File: src/design/ght_pkg.sv
// ----------------------------------------------------------------------------
// ght_pkg
// shared types and constants of the generational handle table
// ----------------------------------------------------------------------------
package ght_pkg;

  localparam int SLOTS_DEF = 1024;
  localparam int DATA_W    = 32;
  localparam int SIDX_W    = 11;
  localparam int RIDX_W    = 10;

  localparam logic [DATA_W-1:0] CNT_MAX = '1;

  typedef enum logic [3:0] {
    CMD_ALLOC      = 4'd0,
    CMD_FREE       = 4'd1,
    CMD_RESOLVE    = 4'd2,
    CMD_HANDLE_OF  = 4'd3,
    CMD_OBJECT_OF  = 4'd4,
    CMD_ADD_STRONG = 4'd5,
    CMD_REL_STRONG = 4'd6,
    CMD_ADD_WEAK   = 4'd7,
    CMD_REL_WEAK   = 4'd8,
    CMD_STRONG_CNT = 4'd9,
    CMD_IS_REF     = 4'd10,
    CMD_ALIVE      = 4'd11
  } cmd_t;

  typedef enum logic [2:0] {
    STS_OK    = 3'd0,
    STS_FULL  = 3'd1,
    STS_RANGE = 3'd2,
    STS_GEN   = 3'd3,
    STS_EMPTY = 3'd4
  } status_t;

  typedef enum logic [1:0] {
    ST_CLEAR,
    ST_IDLE,
    ST_EXEC
  } state_t;

  // one slot entry as it sits in the slot memory
  typedef struct packed {
    logic [DATA_W-1:0] obj;
    logic [DATA_W-1:0] gen;
    logic [DATA_W-1:0] strong_cnt;
    logic [DATA_W-1:0] weak_cnt;
  } slot_t;

  // free stack and high-water mark control
  typedef struct packed {
    logic push;
    logic pop;
    logic bump;
  } stk_ctrl_t;

  typedef struct packed {
    status_t           status;
    logic [RIDX_W-1:0] r_idx;
    logic [DATA_W-1:0] r_gen;
    logic [DATA_W-1:0] r_obj;
    logic [DATA_W-1:0] cnt;
    logic              flag;
  } res_t;

endpackage

File: src/design/ght_cmd_exec.sv
// ----------------------------------------------------------------------------
// ght_cmd_exec
// command decode: result, slot write-back and stack control from read data
// ----------------------------------------------------------------------------
module ght_cmd_exec #(
  parameter int SLOTS = ght_pkg::SLOTS_DEF,
  parameter int AW    = $clog2(SLOTS)
) (
  input  logic [3:0]                 cmd,
  input  logic                       in_range,
  input  logic [AW-1:0]              addr,
  input  logic [ght_pkg::DATA_W-1:0] hgen,
  input  logic [ght_pkg::DATA_W-1:0] obj_ref,
  input  ght_pkg::slot_t             rd,
  input  logic [AW:0]                depth,
  input  logic [AW:0]                used,
  output ght_pkg::res_t              res,
  output logic                       slot_we,
  output ght_pkg::slot_t             slot_wdata,
  output ght_pkg::stk_ctrl_t         stk
);

  logic [ght_pkg::DATA_W-1:0] gen_inc;
  logic [ght_pkg::DATA_W-1:0] strong_inc;
  logic [ght_pkg::DATA_W-1:0] strong_dec;
  logic [ght_pkg::DATA_W-1:0] weak_inc;
  logic [ght_pkg::DATA_W-1:0] weak_dec;
  logic                       live;
  logic                       slot_cmd;

  assign gen_inc    = rd.gen + ght_pkg::DATA_W'(1);
  assign strong_inc = (rd.strong_cnt == ght_pkg::CNT_MAX) ? rd.strong_cnt
                      : rd.strong_cnt + ght_pkg::DATA_W'(1);
  assign strong_dec = (rd.strong_cnt == '0) ? rd.strong_cnt
                      : rd.strong_cnt - ght_pkg::DATA_W'(1);
  assign weak_inc   = (rd.weak_cnt == ght_pkg::CNT_MAX) ? rd.weak_cnt
                      : rd.weak_cnt + ght_pkg::DATA_W'(1);
  assign weak_dec   = (rd.weak_cnt == '0) ? rd.weak_cnt
                      : rd.weak_cnt - ght_pkg::DATA_W'(1);
  assign live       = (rd.obj != '0);
  assign slot_cmd   = (cmd >= ght_pkg::CMD_FREE) && (cmd <= ght_pkg::CMD_IS_REF);

  always_comb begin
    res        = '0;
    res.status = ght_pkg::STS_OK;
    slot_we    = 1'b0;
    slot_wdata = rd;
    stk        = '0;
    if (cmd == ght_pkg::CMD_ALLOC) begin
      if (obj_ref == '0) begin
        res.status = ght_pkg::STS_EMPTY;
      end else if (depth != '0) begin
        stk.pop        = 1'b1;
        slot_we        = 1'b1;
        slot_wdata.gen = gen_inc;
        slot_wdata.obj = obj_ref;
        res.r_idx      = ght_pkg::RIDX_W'(addr);
        res.r_gen      = gen_inc;
      end else if (used < (AW+1)'(SLOTS)) begin
        stk.bump       = 1'b1;
        slot_we        = 1'b1;
        slot_wdata.gen = ght_pkg::DATA_W'(1);
        slot_wdata.obj = obj_ref;
        res.r_idx      = ght_pkg::RIDX_W'(addr);
        res.r_gen      = ght_pkg::DATA_W'(1);
      end else begin
        res.status = ght_pkg::STS_FULL;
      end
    end else if (cmd == ght_pkg::CMD_ALIVE) begin
      res.cnt = ght_pkg::DATA_W'(used - depth);
    end else if (slot_cmd && !in_range) begin
      res.status = ght_pkg::STS_RANGE;
    end else if (slot_cmd) begin
      case (cmd)
        ght_pkg::CMD_FREE: begin
          if (!live) begin
            res.status = ght_pkg::STS_EMPTY;
          end else begin
            slot_we        = 1'b1;
            slot_wdata.obj = '0;
            slot_wdata.gen = gen_inc;
            stk.push       = (depth < (AW+1)'(SLOTS));
          end
        end
        ght_pkg::CMD_RESOLVE: begin
          if (hgen == '0 || hgen != rd.gen) begin
            res.status = ght_pkg::STS_GEN;
          end else if (!live) begin
            res.status = ght_pkg::STS_EMPTY;
          end else begin
            res.r_obj = rd.obj;
          end
        end
        ght_pkg::CMD_HANDLE_OF: begin
          if (!live) begin
            res.status = ght_pkg::STS_EMPTY;
          end else begin
            res.r_idx = ght_pkg::RIDX_W'(addr);
            res.r_gen = rd.gen;
          end
        end
        ght_pkg::CMD_OBJECT_OF: begin
          if (!live) begin
            res.status = ght_pkg::STS_EMPTY;
          end else begin
            res.r_obj = rd.obj;
          end
        end
        ght_pkg::CMD_ADD_STRONG: begin
          slot_we               = 1'b1;
          slot_wdata.strong_cnt = strong_inc;
          res.cnt               = strong_inc;
        end
        ght_pkg::CMD_REL_STRONG: begin
          slot_we               = 1'b1;
          slot_wdata.strong_cnt = strong_dec;
          res.cnt               = strong_dec;
          res.flag              = (strong_dec == '0) && live;
        end
        ght_pkg::CMD_ADD_WEAK: begin
          slot_we             = 1'b1;
          slot_wdata.weak_cnt = weak_inc;
        end
        ght_pkg::CMD_REL_WEAK: begin
          slot_we             = 1'b1;
          slot_wdata.weak_cnt = weak_dec;
        end
        ght_pkg::CMD_STRONG_CNT: begin
          res.cnt = rd.strong_cnt;
        end
        ght_pkg::CMD_IS_REF: begin
          res.flag = (rd.strong_cnt != '0) || (rd.weak_cnt != '0);
        end
        default: begin
          res.status = ght_pkg::STS_OK;
        end
      endcase
    end
  end

endmodule

File: config.mk
export PLATFORM = sky130hd
export DESIGN_NAME = ght_cmd_exec
export DESIGN_NICKNAME = d
export VERILOG_FILES = /design/src/design/ght_pkg.sv /design/src/design/ght_cmd_exec.sv
export SDC_FILE = /design/constraint.sdc
export NUM_CORES = 1
export LEC_CHECK = 0
export ABC_AREA = 1
export BUFFER_PORTS_ARGS = -buffer_cell sky130_fd_sc_hd__buf_2
export CORE_AREA = 2 2 181 183
export DETAILED_ROUTE_END_ITERATION = 7
export DIE_AREA = 0 0 183 185
export SLEW_MARGIN = 20
export SYNTH_ARGS = -nofsm -noshare
export SYNTH_HDL_FRONTEND = slang
export SYNTH_SLANG_ARGS = --single-unit
File: constraint.sdc
create_clock -name vclk -period 4.72
set_input_delay 1.416 -clock vclk [all_inputs]
set_output_delay 1.416 -clock vclk [all_outputs]
set_load 0.03 [all_outputs]
==> flow_summary.html <==
<table>
<tr><th>Metric</th><th>Value</th></tr>
<tr><th colspan="2">Layout</th></tr>
<tr><td>Count of fill cells added during filler insertion</td><td>between 2000 and 3000</td></tr>
<tr><td>Post-layout nets</td><td>3285</td></tr>
<tr><td>Clock buffer count</td><td>0</td></tr>
<tr><td>Fraction of the core area covered by cells at the end of the flow</td><td>0.670</td></tr>
<tr><td>Sequential cell count</td><td>0</td></tr>
<tr><td>Area added between synthesis and finish</td><td>106%</td></tr>
<tr><td>Sequential cell area in the final layout</td><td>0 µm²</td></tr>
<tr><td>Share of post-route cells with drive strength above 1</td><td>0.518</td></tr>
<tr><td>Non-filler cells in the finished layout</td><td>about 3400</td></tr>
<tr><th colspan="2">Detailed routing</th></tr>
<tr><td>Per-cell via count in the routed design</td><td>5.71</td></tr>
<tr><td>Wire length per cell</td><td>20.7 µm</td></tr>
<tr><td>Iter 0 DRT Violations</td><td>approximately 1700</td></tr>
<tr><td>DRC violation count after routing</td><td>0</td></tr>
<tr><td>DRT Pass-1 Iters</td><td>6</td></tr>
<tr><td>Total wirelength of the detailed-routed design</td><td>around 71000 µm</td></tr>
<tr><td>Remaining antenna violation count after routing</td><td>0</td></tr>
<tr><td>Total via count in the routed design</td><td>between 15000 and 20000</td></tr>
<tr><th colspan="2">Critical path</th></tr>
<tr><td>Required @ worst endpoint</td><td>about 3.3 ns</td></tr>
<tr><td>Series of cell instances along the critical path</td><td>buf_2 &gt; nor4_2 &gt; nand4_1 &gt; nor2_4 &gt; buf_6 &gt; nor2_4 &gt; inv_4 &gt; nand2_8 &gt; buf_12 &gt; o211ai_1 &gt; buf_4</td></tr>
<tr><td>Data arrival time of the worst path</td><td>3.71 ns</td></tr>
<tr><td>Startpoint kind of the worst setup timing path</td><td>input pin</td></tr>
<tr><td>Sort of element at the end of the critical path</td><td>primary output</td></tr>
<tr><td>Cell with the biggest individual delay on the critical path</td><td>o211ai_1</td></tr>
<tr><td>Critical Setup Path Class</td><td>in2out</td></tr>
<tr><td>Number of buffer and inverter instances along the worst setup path</td><td>5</td></tr>
<tr><td>Cell class contributing the biggest share of worst-path delay</td><td>simple AND/OR/NAND/NOR gates</td></tr>
<tr><td>Maximum fanout encountered on the critical timing path</td><td>5</td></tr>
<tr><td>Crit path largest cell delay</td><td>0.45 ns</td></tr>
<tr><td>Worst path most repeated cell</td><td>nor2_4</td></tr>
<tr><th colspan="2">Floorplan</th></tr>
<tr><td>Placement row count</td><td>between 60 and 70</td></tr>
<tr><td>Die boundary width</td><td>around 180 µm</td></tr>
<tr><td>IO Pins</td><td>471</td></tr>
<tr><td>Die Footprint</td><td>roughly 34000 µm²</td></tr>
<tr><td>Effective utilization at floorplan</td><td>0.325</td></tr>
<tr><td>Area of the placeable core</td><td>roughly 32000 µm²</td></tr>
<tr><td>Floorplan die height</td><td>185 µm</td></tr>
<tr><th colspan="2">Pwr</th></tr>
<tr><td>Power density relative to cell area</td><td>about 77 nW/µm²</td></tr>
<tr><td>IR Drop Worst-Case VDD</td><td>approximately 0.071 mV</td></tr>
<tr><td>Leakage</td><td>10.2 nW</td></tr>
<tr><td>Overall Power</td><td>0.00166 W</td></tr>
<tr><th colspan="2">Min path</th></tr>
<tr><td>Worst hold path cell count</td><td>4</td></tr>
<tr><td>Hold path start</td><td>addr[1]</td></tr>
<tr><td>End point of the worst hold path</td><td>res[98]</td></tr>
<tr><td>Class of the worst hold path</td><td>in2out</td></tr>
<tr><th colspan="2">Global routing</th></tr>
<tr><td>Via count of the first global-routing pass</td><td>roughly 18000</td></tr>
<tr><td>Largest net degree at the start of global routing</td><td>between 70 and 80</td></tr>
<tr><td>Antenna violations before repair</td><td>4</td></tr>
<tr><td>All-Layer GR Usage</td><td>0.363</td></tr>
<tr><td>Total overflow reported by the global router</td><td>0</td></tr>
<tr><td>Wire length of the first global-routing pass</td><td>97700 µm</td></tr>
<tr><th colspan="2">Logic synthesis</th></tr>
<tr><td>Syn_nets</td><td>2392</td></tr>
<tr><td>Number of cells produced by synthesis</td><td>around 2100</td></tr>
<tr><td>Synth top area share</td><td>0.197</td></tr>
<tr><td>Avg Synthesized Cell Area</td><td>around 4.9 µm²</td></tr>
<tr><td>Top cells by area in the synthesized netlist</td><td>nand2_1 (20%), o21ai_0 (12%), nor2_1 (11%), inv_1 (8.8%), xor2_1 (6.4%)</td></tr>
<tr><td>Cell area after synthesis</td><td>~10000 µm²</td></tr>
<tr><td>Synth Warn #</td><td>0</td></tr>
<tr><td>Share of synthesized area occupied by flip-flops and latches</td><td>0</td></tr>
<tr><td>Library cell with the largest summed area after synthesis</td><td>nand2_1</td></tr>
<tr><td>Distinct cell type count after synthesis</td><td>53</td></tr>
<tr><th colspan="2">STA</th></tr>
<tr><td>Final hold viol count</td><td>0</td></tr>
<tr><td>Max Clock Freq</td><td>195 MHz</td></tr>
<tr><td>Slew at the pin closest to its max-slew limit</td><td>0.521 ns</td></tr>
<tr><td>Relative max-transition margin</td><td>0.651</td></tr>
<tr><td>Setup total negative slack</td><td>-14.84 ns</td></tr>
<tr><td>Number of slew-limit violations in the final report</td><td>0</td></tr>
<tr><td>Crit path setup slack, layout</td><td>-0.407 ns</td></tr>
<tr><td>Endpoints failing setup</td><td>approximately 150</td></tr>
<tr><td>Period utilisation layout</td><td>1.09</td></tr>
<tr><td>Clock period minus worst slack</td><td>between 5 and 6 ns</td></tr>
<tr><td>RSZ-0062 raised after global routing</td><td>true</td></tr>
<tr><th colspan="2">Flow run</th></tr>
<tr><td>Max_cap viols</td><td>0</td></tr>
<tr><th colspan="2">Placement</th></tr>
<tr><td>HPWL after detailed placement</td><td>53100 µm</td></tr>
<tr><td>Cells after DPL</td><td>3355</td></tr>
<tr><td>Post-Place Setup Slack</td><td>-0.443 ns</td></tr>
<tr><td>GPL Wtd Cong</td><td>~1.0</td></tr>
<tr><td>Count of input and output buffers</td><td>~470</td></tr>
<tr><th colspan="2">Outcome</th></tr>
<tr><td>Failing checks</td><td>setup timing</td></tr>
<tr><td>Run status</td><td>finished with violations</td></tr>
</table>
metrics by stage:
stage	hold WS (ns)	area, µm²
final	3.16	21500
after global routing	3.17	21500
after CTS	3.16	18300
after detailed placement	3.16	16300
after global placement	3.16	16300
after floorplan	2.95	10400
routing by layer:
layer  global-route usage  part of all wire  routed length, µm
met5                    0           0.00063                 45
met4                0.125             0.047               3370
met3               0.0503              0.10               7150
met2                0.605              0.46              32700
met1                0.480              0.39              28000
placed cells by master (no fill, tap or decap), drive strengths merged, types with 3 or more instances in the layout:
master and n:
o22ai 19, o211ai 32, o31ai 9, nor2 332, xor2 76, clkinv 4, nand2 554, ha 17
nand4 50, nor3 67, nand3 137, buf 979, clkbuf 11, a21oi 123, o32ai 4, nor4 32
o21ai 274, inv 251, nor3b 3, or2 8, and2 4, xnor2 27
logic make-up (layout without fill, tap and decap cells):
logic type | count (synthesis) | count (layout) | share of synthesized area
other | 0 | 1 | 0
buffers and inverters | 356 | 1247 | 0.140
AOI/OAI and AO/OA | 477 | 477 | 0.247
adders and majority gates | 18 | 18 | 0.0223
and+or+nand+nor | 1191 | 1191 | 0.504
xor gates and xnor gates | 103 | 103 | 0.0865
worst max path at each step:
stage / from / end / slack [ns] / cells after the start
6_report: obj_ref[28] / slot_wdata[87] / -0.41 / 11
5_1_grt: obj_ref[17] / slot_wdata[87] / -0.44 / 12
4_1_cts: obj_ref[16] / slot_wdata[125] / -0.13 / 15
3_5_place_dp: rd[114] / slot_wdata[99] / -0.44 / 12
3_3_place_gp: rd[114] / slot_wdata[99] / -0.45 / 12
2_1_floorplan: rd[32] / res[27] / 0.009 / 13
Yosys cell counts (all sizes together), types with 2 or more instances:
cell     instances
a21o             2
a21oi          123
a22oi            2
a31oi            2
and2             4
buf             40
clkbuf          61
clkinv           3
ha              17
inv            252
nand2          554
nand3          137
nand3b           2
nand4           50
nor2           332
nor3            67
nor3b            3
nor4            32
o2111ai          2
o211ai          32
o21a             2
o21ai          274
o221ai           2
o22ai           19
o31ai            9
o32ai            4
or2              8
xnor2           27
xor2            76
power breakdown:
group	switching [W]	internal, W
clock	0	0.0000000000285
sequential	0	0
combinational	0.00101	0.000645
total	0.00101	0.000645
final cells by class:
type	instances	area [µm²]	area share
multi-input cells	1789	11800	0.548
well taps	408	510	0.0238
repair buffers	990	8170	0.380
inverters	255	1020	0.0475
repair inverters	2	12.5	0.000582
diodes	1	2.50	0.000116
timing repair:
action | 4_1_cts | 5_1_grt
hold buffers | 0 | 0
endpoints found under the setup margin | 231 | 236
setup buffers | 38 | 45
pin swaps | 52 | 191
gates cloned | 8 | 8
resized for setup | 532 | 857
tightest hold or removal path, delay by kind of cell:
kind                   cells  cell delay, ns
and+or+nand+nor            1            0.03
buffers and inverters      3            0.29
Power figures use the tool's default switching activity.
